**config.mk**
```make
export PLATFORM = sky130hd
export DESIGN_NAME = priority_request_queue_with_limits
export DESIGN_NICKNAME = d
export VERILOG_FILES = /design/src/rtl/prql_pkg.sv /design/src/rtl/prql_ctrl.sv /design/src/rtl/prql_dp.sv /design/src/rtl/priority_request_queue_with_limits.sv
export VERILOG_INCLUDE_DIRS = /design/src /design/src/rtl
export SDC_FILE = /design/constraint.sdc
export NUM_CORES = 1
export LEC_CHECK = 0
export CAP_MARGIN = 30
export CORE_ASPECT_RATIO = 0.7
export CORE_MARGIN = 10
export CORE_UTILIZATION = 35
export CTS_CLUSTER_SIZE = 16
export DETAILED_ROUTE_END_ITERATION = 8
export DONT_BUFFER_PORTS = 1
export PLACE_DENSITY_LB_ADDON = 0.08
export SYNTH_ARGS = -nofsm -noshare
export SYNTH_HDL_FRONTEND = slang
export SYNTH_SLANG_ARGS = --single-unit
```
**constraint.sdc**
```tcl
create_clock -name clk -period 15.5 [get_ports clk]
set_input_delay 1.55 -clock clk [delete_from_list [all_inputs] [get_ports clk]]
set_output_delay 1.55 -clock clk [all_outputs]
set_load 0.01 [all_outputs]
```
**src/rtl/priority_request_queue_with_limits_assert.svh**
```systemverilog
// Assertion macros shared by the queue modules.
`ifndef PRIORITY_REQUEST_QUEUE_WITH_LIMITS_ASSERT_SVH
`define PRIORITY_REQUEST_QUEUE_WITH_LIMITS_ASSERT_SVH

// Assert that an antecedent implies a consequent in the same cycle.
`define PRQ_ASSERT_IMP(label, clk_s, rstn_s, ante, cons) \
    label: assert property (@(posedge clk_s) disable iff (!rstn_s) (ante) |-> (cons)) \
        else $error("assertion failed");

// Assert that an antecedent implies a consequent in the next cycle.
`define PRQ_ASSERT_NXT(label, clk_s, rstn_s, ante, cons) \
    label: assert property (@(posedge clk_s) disable iff (!rstn_s) (ante) |=> (cons)) \
        else $error("assertion failed");

`endif

```
**src/rtl/prql_pkg.sv**
```systemverilog
`timescale 1ns / 1ps
package prql_pkg;
    localparam int QUEUE_DEPTH   = 16;
    localparam int PRIORITY_BITS = 16;
    localparam int TAG_BITS      = 8;
    localparam int IDX_BITS      = $clog2(QUEUE_DEPTH);
    localparam int CNT_BITS      = $clog2(QUEUE_DEPTH + 1);

    // Operation codes.
    localparam logic [1:0] OP_ENQ    = 2'd0;
    localparam logic [1:0] OP_SEND   = 2'd1;
    localparam logic [1:0] OP_FINISH = 2'd2;
    localparam logic [1:0] OP_EXPIRE = 2'd3;

    // Status codes.
    localparam logic [2:0] ST_OK        = 3'd0;
    localparam logic [2:0] ST_DROPPED   = 3'd1;
    localparam logic [2:0] ST_FULL      = 3'd2;
    localparam logic [2:0] ST_EMPTY     = 3'd3;
    localparam logic [2:0] ST_NOT_SENT  = 3'd4;
    localparam logic [2:0] ST_SENT      = 3'd5;
    localparam logic [2:0] ST_NOT_FOUND = 3'd6;
    localparam logic [2:0] ST_IN_FLIGHT = 3'd7;

    // Commands from the controller to the datapath.
    typedef struct packed {
        logic load;       // capture the request
        logic scan_clr;   // reset the scan index
        logic scan_step;  // advance the scan index
        logic sh_up;      // shift entries up at the shift pointer (insert)
        logic sh_down;    // shift entries down from the shift pointer (remove)
        logic ins_write;  // write the new entry at the insert position
        logic ev_scan;    // advance the eviction scan
        logic fin;        // present the result
    } prql_cmd_t;

    // Status from the datapath to the controller.
    typedef struct packed {
        logic [1:0] op;
        logic       scan_end;  // ordering or tag scan has finished
        logic       ev_end;    // eviction scan has finished
        logic       sh_end;    // shift has reached its end
    } prql_sts_t;
endpackage

```
**src/rtl/prql_ctrl.sv**
```systemverilog
`timescale 1ns / 1ps
`include "priority_request_queue_with_limits_assert.svh"
module prql_ctrl
    import prql_pkg::*;
(
    input  logic      clk,
    input  logic      rst_n,
    input  logic      start,
    output logic      busy,
    input  prql_sts_t sts,
    output prql_cmd_t cmd
);
    localparam logic [2:0] S_IDLE  = 3'd0;
    localparam logic [2:0] S_SCAN  = 3'd1;
    localparam logic [2:0] S_SHUP  = 3'd2;
    localparam logic [2:0] S_EVSC  = 3'd3;
    localparam logic [2:0] S_SHDN  = 3'd4;
    localparam logic [2:0] S_DONE  = 3'd5;

    logic [2:0] state_reg, state_next;

    // Next state and command decode.
    always_comb
    begin
        state_next = state_reg;
        cmd        = '0;
        unique case (state_reg)
            S_IDLE:
            begin
                if (start)
                begin
                    cmd.load     = 1'b1;
                    cmd.scan_clr = 1'b1;
                    state_next   = S_SCAN;
                end
            end
            S_SCAN:
            begin
                if (sts.scan_end)
                begin
                    state_next = S_DONE;
                    if (sts.op == OP_ENQ)
                        state_next = S_SHUP;
                    else if (sts.op != OP_SEND)
                        state_next = S_SHDN;
                end
                else
                    cmd.scan_step = 1'b1;
            end
            S_SHUP:
            begin
                if (sts.sh_end)
                begin
                    cmd.ins_write = 1'b1;
                    state_next    = S_EVSC;
                end
                else
                    cmd.sh_up = 1'b1;
            end
            S_EVSC:
            begin
                if (sts.ev_end)
                    state_next = S_SHDN;
                else
                    cmd.ev_scan = 1'b1;
            end
            S_SHDN:
            begin
                if (sts.sh_end)
                    state_next = S_DONE;
                else
                    cmd.sh_down = 1'b1;
            end
            S_DONE:
            begin
                cmd.fin    = 1'b1;
                state_next = S_IDLE;
            end
            default: state_next = S_IDLE;
        endcase
    end

    always_ff @(posedge clk or negedge rst_n)
    begin
        if (!rst_n)
            state_reg <= S_IDLE;
        else
            state_reg <= state_next;
    end

    assign busy = (state_reg != S_IDLE);

    `PRQ_ASSERT_NXT(a_start_busy, clk, rst_n, start && !busy, busy)
    `PRQ_ASSERT_NXT(a_fin_idle, clk, rst_n, cmd.fin, !busy)
    `PRQ_ASSERT_IMP(a_one_shift, clk, rst_n, cmd.sh_up, !cmd.sh_down && !cmd.ev_scan)
endmodule

```
**src/rtl/prql_dp.sv**
```systemverilog
`timescale 1ns / 1ps
`include "priority_request_queue_with_limits_assert.svh"
module prql_dp
    import prql_pkg::*;
(
    input  logic                 clk,
    input  logic                 rst_n,
    input  prql_cmd_t            cmd,
    output prql_sts_t            sts,
    input  logic [1:0]           operation,
    input  logic [15:0]          priority_req,
    input  logic [4:0]           queue_limit,
    input  logic [7:0]           tag,
    output logic                 done,
    output logic [2:0]           status,
    output logic [7:0]           result_tag,
    output logic                 evicted,
    output logic [7:0]           evicted_tag,
    output logic [4:0]           queue_count,
    output logic                 head_valid,
    output logic [7:0]           head_tag
);
    // Entry store, kept in queue order from the head at index 0.
    logic [PRIORITY_BITS-1:0] pri_reg [QUEUE_DEPTH];
    logic [4:0]               lim_reg [QUEUE_DEPTH];
    logic [TAG_BITS-1:0]      tag_reg [QUEUE_DEPTH];

    logic [CNT_BITS-1:0]      count_reg;
    logic                     flight_reg;

    // Captured request and working registers.
    logic [1:0]               op_reg;
    logic [PRIORITY_BITS-1:0] rpri_reg;
    logic [4:0]               rlim_reg;
    logic [TAG_BITS-1:0]      rtag_reg;
    logic [CNT_BITS-1:0]      idx_reg;     // scan index
    logic [CNT_BITS-1:0]      pos_reg;     // insert or removal position
    logic [CNT_BITS-1:0]      sh_reg;      // shift pointer
    logic                     rm_reg;      // a removal is pending
    logic [2:0]               st_reg;
    logic [TAG_BITS-1:0]      res_reg;
    logic                     ev_reg;
    logic [TAG_BITS-1:0]      evt_reg;
    logic                     done_reg;

    logic [IDX_BITS-1:0]      idx_i, sh_i;
    logic                     full;
    logic                     pos_lim;
    logic                     ev_hit;

    // Outcome of the first scan, taken in its final cycle.
    logic                     sts_take, rm_val, fl_set, fl_clr;
    logic [2:0]               st_val;
    logic                     scan_phase_reg;

    assign idx_i   = idx_reg[IDX_BITS-1:0];
    assign sh_i    = sh_reg[IDX_BITS-1:0];
    assign full    = (count_reg == CNT_BITS'(QUEUE_DEPTH));
    assign pos_lim = ({{(8-CNT_BITS > 0 ? 8-CNT_BITS : 0){1'b0}}, idx_reg} >= 8'(rlim_reg));
    assign ev_hit  = (CNT_BITS'(lim_reg[idx_i]) < count_reg);

    // Scan termination per operation.
    always_comb
    begin
        sts.op       = op_reg;
        sts.scan_end = 1'b1;
        unique case (op_reg)
            OP_ENQ:
                sts.scan_end = (idx_reg >= count_reg) || pos_lim
                               || (pri_reg[idx_i] < rpri_reg);
            OP_EXPIRE:
                sts.scan_end = (idx_reg >= count_reg) || (tag_reg[idx_i] == rtag_reg);
            default:
                sts.scan_end = 1'b1;
        endcase
        sts.ev_end = (idx_reg >= count_reg) || ev_reg || (st_reg != ST_OK);
        // A rejected request leaves the store untouched.
        if (st_reg != ST_OK)
            sts.sh_end = 1'b1;
        else if (rm_reg)
            sts.sh_end = (sh_reg + 1'b1 >= count_reg);
        else
            sts.sh_end = (sh_reg <= pos_reg);
    end

    // Control registers.
    always_ff @(posedge clk or negedge rst_n)
    begin
        if (!rst_n)
        begin
            count_reg  <= '0;
            flight_reg <= 1'b0;
            done_reg   <= 1'b0;
            rm_reg     <= 1'b0;
            st_reg     <= ST_OK;
            ev_reg     <= 1'b0;
        end
        else
        begin
            done_reg <= cmd.fin;
            if (cmd.load)
            begin
                rm_reg <= 1'b0;
                ev_reg <= 1'b0;
                st_reg <= ST_OK;
            end
            if (cmd.ins_write && st_reg == ST_OK)
            begin
                count_reg <= count_reg + 1'b1;
            end
            if (cmd.ev_scan && ev_hit)
            begin
                ev_reg <= 1'b1;
                rm_reg <= 1'b1;
            end
            // The gap has been closed by the time the result is presented.
            if (cmd.fin && rm_reg)
            begin
                rm_reg    <= 1'b0;
                count_reg <= count_reg - 1'b1;
            end
            if (sts_take)
            begin
                st_reg <= st_val;
                rm_reg <= rm_val;
                if (fl_set)
                    flight_reg <= 1'b1;
                if (fl_clr)
                    flight_reg <= 1'b0;
            end
        end
    end

    always_ff @(posedge clk or negedge rst_n)
    begin
        if (!rst_n)
            scan_phase_reg <= 1'b0;
        else if (cmd.load)
            scan_phase_reg <= 1'b1;
        else if (sts_take)
            scan_phase_reg <= 1'b0;
    end

    assign sts_take = scan_phase_reg && sts.scan_end;

    always_comb
    begin
        st_val = ST_OK;
        rm_val = 1'b0;
        fl_set = 1'b0;
        fl_clr = 1'b0;
        unique case (op_reg)
            OP_ENQ:
            begin
                if (pos_lim)
                    st_val = ST_DROPPED;
                else if (full)
                    st_val = ST_FULL;
            end
            OP_SEND:
            begin
                if (count_reg == '0)
                    st_val = ST_EMPTY;
                else if (flight_reg)
                    st_val = ST_SENT;
                else
                    fl_set = 1'b1;
            end
            OP_FINISH:
            begin
                if (count_reg == '0)
                    st_val = ST_EMPTY;
                else if (!flight_reg)
                    st_val = ST_NOT_SENT;
                else
                begin
                    rm_val = 1'b1;
                    fl_clr = 1'b1;
                end
            end
            default:
            begin
                if (idx_reg >= count_reg)
                    st_val = ST_NOT_FOUND;
                else if (idx_reg == '0 && flight_reg)
                    st_val = ST_IN_FLIGHT;
                else
                    rm_val = 1'b1;
            end
        endcase
    end

    // Payload registers: request capture, indices, result and store.
    always_ff @(posedge clk)
    begin
        if (cmd.load)
        begin
            op_reg   <= operation;
            rpri_reg <= priority_req[PRIORITY_BITS-1:0];
            rlim_reg <= queue_limit;
            rtag_reg <= tag[TAG_BITS-1:0];
            res_reg  <= '0;
            evt_reg  <= '0;
        end
        if (cmd.scan_clr)
            idx_reg <= '0;
        else if (cmd.scan_step)
            idx_reg <= idx_reg + 1'b1;
        if (sts_take)
        begin
            case (op_reg)
                OP_ENQ:
                begin
                    sh_reg <= count_reg;
                    // Never go ahead of a head that is in flight.
                    if (idx_reg == '0 && count_reg != '0 && flight_reg)
                        pos_reg <= CNT_BITS'(1);
                    else
                        pos_reg <= idx_reg;
                end
                OP_FINISH:
                begin
                    pos_reg <= '0;
                    sh_reg  <= '0;
                end
                default:
                begin
                    pos_reg <= idx_reg;
                    sh_reg  <= idx_reg;
                end
            endcase
            if (st_val == ST_OK)
            begin
                case (op_reg) inside
                    OP_SEND, OP_FINISH: res_reg <= tag_reg[0];
                    default:            res_reg <= rtag_reg;
                endcase
            end
        end
        // Open a gap: move one entry up per cycle.
        if (cmd.sh_up)
        begin
            pri_reg[sh_i] <= pri_reg[sh_i - 1'b1];
            lim_reg[sh_i] <= lim_reg[sh_i - 1'b1];
            tag_reg[sh_i] <= tag_reg[sh_i - 1'b1];
            sh_reg        <= sh_reg - 1'b1;
        end
        if (cmd.ins_write && st_reg == ST_OK)
        begin
            pri_reg[pos_reg[IDX_BITS-1:0]] <= rpri_reg;
            lim_reg[pos_reg[IDX_BITS-1:0]] <= rlim_reg;
            tag_reg[pos_reg[IDX_BITS-1:0]] <= rtag_reg;
            idx_reg <= pos_reg + 1'b1;
        end
        // Eviction scan behind the new entry.
        if (cmd.ev_scan)
        begin
            if (ev_hit)
            begin
                evt_reg <= tag_reg[idx_i];
                sh_reg  <= idx_reg;
            end
            else
                idx_reg <= idx_reg + 1'b1;
        end
        // Close a gap: move one entry down per cycle.
        if (cmd.sh_down)
        begin
            pri_reg[sh_i] <= pri_reg[sh_i + 1'b1];
            lim_reg[sh_i] <= lim_reg[sh_i + 1'b1];
            tag_reg[sh_i] <= tag_reg[sh_i + 1'b1];
            sh_reg        <= sh_reg + 1'b1;
        end
    end

    assign done        = done_reg;
    assign status      = st_reg;
    assign result_tag  = 8'(res_reg);
    assign evicted     = ev_reg;
    assign evicted_tag = 8'(evt_reg);
    assign queue_count = 5'(count_reg);
    assign head_valid  = (count_reg != '0);
    assign head_tag    = (count_reg != '0) ? 8'(tag_reg[0]) : 8'd0;

    `PRQ_ASSERT_IMP(a_count_max, clk, rst_n, 1'b1, count_reg <= CNT_BITS'(QUEUE_DEPTH))
    `PRQ_ASSERT_IMP(a_flight_nonempty, clk, rst_n, flight_reg, count_reg != '0)
    `PRQ_ASSERT_IMP(a_evict_ok, clk, rst_n, done_reg && ev_reg, st_reg == ST_OK)
endmodule

```
**src/rtl/priority_request_queue_with_limits.sv**
```systemverilog
`timescale 1ns / 1ps
// Ordered request queue of sixteen entries with per-request length limits.
// A request is taken when start is high and busy is low; its result appears
// for exactly one cycle with done high and cannot be held off. After the
// accepting edge a request scans the entries one at a time for ordering or
// tag match, shifts entries one at a time on insertion or removal, checks
// the entries behind a new one for eviction, and then presents the result,
// all through a single-entry shift datapath.
module priority_request_queue_with_limits
    import prql_pkg::*;
(
    input  logic        clk,
    input  logic        rst_n,
    input  logic        start,
    output logic        busy,
    input  logic [1:0]  operation,
    input  logic [15:0] priority_req,
    input  logic [4:0]  queue_limit,
    input  logic [7:0]  tag,
    output logic        done,
    output logic [2:0]  status,
    output logic [7:0]  result_tag,
    output logic        evicted,
    output logic [7:0]  evicted_tag,
    output logic [4:0]  queue_count,
    output logic        head_valid,
    output logic [7:0]  head_tag
);
    prql_cmd_t cmd;
    prql_sts_t sts;

    prql_ctrl u_ctrl (
        .clk   (clk),
        .rst_n (rst_n),
        .start (start),
        .busy  (busy),
        .sts   (sts),
        .cmd   (cmd)
    );

    prql_dp u_dp (
        .clk          (clk),
        .rst_n        (rst_n),
        .cmd          (cmd),
        .sts          (sts),
        .operation    (operation),
        .priority_req (priority_req),
        .queue_limit  (queue_limit),
        .tag          (tag),
        .done         (done),
        .status       (status),
        .result_tag   (result_tag),
        .evicted      (evicted),
        .evicted_tag  (evicted_tag),
        .queue_count  (queue_count),
        .head_valid   (head_valid),
        .head_tag     (head_tag)
    );
endmodule

```
==> run_results.csv <==
group,metric,value,unit
yosys,synth_area,30400,um2
grt,overflow,0,
grt,first_global_vias,19100,
placed_design,pre_cts_ws,8.24,ns
sta,layout_setup_ws,8.28,ns
yosys,synth_edf_count,500,
floorplanning,rows,90,
yosys,synthFlopType,"edfxtp_1",
power_and_ir_drop,p_leak,11.0,nW
sta,rsz0062_at_grt,"no",
worst_setup_path,worstSetupEndpointType,"flop",
clock_tree,cts.repair.resized,0,
finish,nets,1991,
sta,slew_violations,0,
yosys,avgSynthCellArea,15.8,um2
finish,syn_to_final_growth,11.7,%
clock_tree,cts_buffers,58,
outcome,status,"finished, final reports clean",
drt,drtIter0Drc,2069,
worst_setup_path,cp-start-kind,"flop",
grt,grt_usage,19.4,%
placed_design,io_buffers,0,
sta,finalCritPeriodShare,46.6,%
yosys,synth.distinct_cells,72,
drt,first_pass_iters,8,
drt,ant_nets,0,
drt,wire_per_inst,31.4,um
finish,largest_reg_flops,256,
floorplanning,die_x,372,um
power_and_ir_drop,powerDensity,259,nW/um2
worst_setup_path,cp.required,16.06,ns
clock_tree,cts_tree,"yes",
clock_tree,cts_max_level,2,
worst_setup_path,critical_path_arrival,7.78,ns
clock_tree,hold_buffers,0,
yosys,ys_ff_latch,542,
drt,routed_wl,97200,um
floorplanning,fp.dieH,266,um
power_and_ir_drop,ir_drop,0.272,mV
sta,skew,0.0199,ns
clock_tree,clk_latency,0.65,ns
sta,fmax,139,MHz
sta,max_slew_margin,25.7,%
yosys,yosysWarnings,0,
yosys,ys_seq_area_share,52.5,%
sta,hold_viol,0,
floorplanning,initial_utilization,35.2,%
yosys,synth_common_cells,"500 x edfxtp_1, 384 x mux4_2, 165 x nand2_1",
drt,drc,0,
drt,via_count,19300,
floorplanning,coreArea,86100,um2
min_path,hp-class,"flop to flop",
floorplanning,die_area,99100,um2
clock_tree,clockBufferDepth,3,
sta,tns,0,ns
clock_tree,cts_setup_buffers,0,
clock_tree,cts_root_buf,"clkbuf_16",
sta,setup_viol,0,
sta,tightest_slew,1.11,ns
placed_design,gp_congestion,0.788,
grt,antenna_found_initial,1,
floorplanning,io_pins,70,
sta,period_needed,7.22,ns
yosys,synth_largest_area_cell,"edfxtp_1",
finish,n_antenna_cell,0,
yosys,yosysMostFrequentCell,"edfxtp_1",
drt,vias_per_cell,6.22,
yosys,synth_top_cells_by_area,"edfxtp_1 49%, mux4_2 28%, ha_1 2.2%, nand2_1 2.0%, nand3_1 1.8%",
worst_setup_path,crit_type,"flop to flop",
worst_setup_path,crit_fanout,38,
clock_tree,clock_sinks,542,
job,max-cap-violations,0,
yosys,synth_top_cell_area_share,49.5,%
yosys,syn_nets,2004,
yosys,async_flop_share,2.95,%
finish,drive_gt1_share,30.7,%
placed_design,dp_hpwl,57900,um
grt,grt_max_degree,145,
yosys,syn_inst,1916,
grt,grt_pass1_wl,142000,um
clock_tree,clkTransAtPathRegs,0.06,ns
## metal layers
layer	vias to the layer above	wire [um]	GRT usage, %
li1	7886	-	-
met1	10500	46100	30.1
met2	807	43200	28.6
met3	126	6120	2.85
met4	0	1810	4.08
met5	-	0	0
## layout by cell type (no fill, tap or decap), drive strengths merged, types with 40 or more instances in the layout
cell	instances
buf	76
clkbuf	71
edfxtp	500
ha	53
inv	51
mux2i	41
mux4	388
nand2	165
nand2b	40
nand3	110
nor2	91
## per-stage QoR
| step | instance area [um2] | instances | power [mW] | util, % | hold slack [ns] |
|---|---|---|---|---|---|
| after floorplan | 30400 | 1916 | 5.79 | - | 0.483 |
| after global placement | 31800 | 2965 | 7.25 | 36.9 | 0.506 |
| after detailed placement | 32000 | 2991 | 7.43 | 37.2 | 0.517 |
| after CTS | 33900 | 3098 | 8.85 | 39.3 | 0.527 |
| after global routing | 33900 | 3100 | 9.31 | 39.4 | 0.540 |
| final | 33900 | 3100 | 8.78 | 39.4 | 0.520 |
## power by group
| group | switching [mW] | total [mW] | internal, mW |
|---|---|---|---|
| clock network | 0.609 | 1.41 | 0.798 |
| logic | 2.71 | 4.65 | 1.94 |
| registers | 0.197 | 2.72 | 2.52 |
| total | 3.52 | 8.78 | 5.26 |
## cell families after synthesis
logic type	share of synthesized area (%)
simple gates	7.60
buf+inv	2.60
fa+ha+maj	2.25
mux	30.6
flops	52.5
xor+xnor	0.519
compound gates	3.91
## area by class of cell
cell class                      instances  area (um2)
Inverter                               49         184
Multi-Input combinational cell       1175       13800
Timing Repair Buffer                   77         663
Tap cell                             1150        1440
Sequential cell                       542       15900
Clock buffer                           70        1530
Clock inverter                         37         338
Fill cell                            7866       52200
## worst max-delay path, stage by stage (launching register included)
cell	delay [ns]
dfxtp_4	0.75
buf_4	0.73
buf_4	0.66
mux4_2	0.60
mux4_2	0.52
ha_1	0.32
a21o_1	0.17
a21oi_1	0.28
o221ai_1	0.19
o21ai_0	0.15
nor4b_1	0.54
buf_2	0.26
buf_4	0.12
a2111o_1	0.29
o21ai_2	0.26
nand4b_1	0.80
mux2i_1	0.37
## path summary, 6_finish.rpt
kind                                    start                   to  slack, ns  cells past startpoint
setup / recovery              u_dp.idx_reg[0]   u_dp.result_tag[2]       8.28                     16
hold / removal             u_dp.result_tag[7]   u_dp.result_tag[7]       0.52                      2
setup reg to reg              u_dp.idx_reg[0]   u_dp.result_tag[2]       8.28                     16
hold reg to reg            u_dp.result_tag[7]   u_dp.result_tag[7]       0.52                      2
max in group asynchronous               rst_n  u_dp.queue_count[0]      14.83                      0
min in group asynchronous               rst_n      u_dp.flight_reg       0.60                      0
Note: power is estimated with default switching activity, not from simulation.
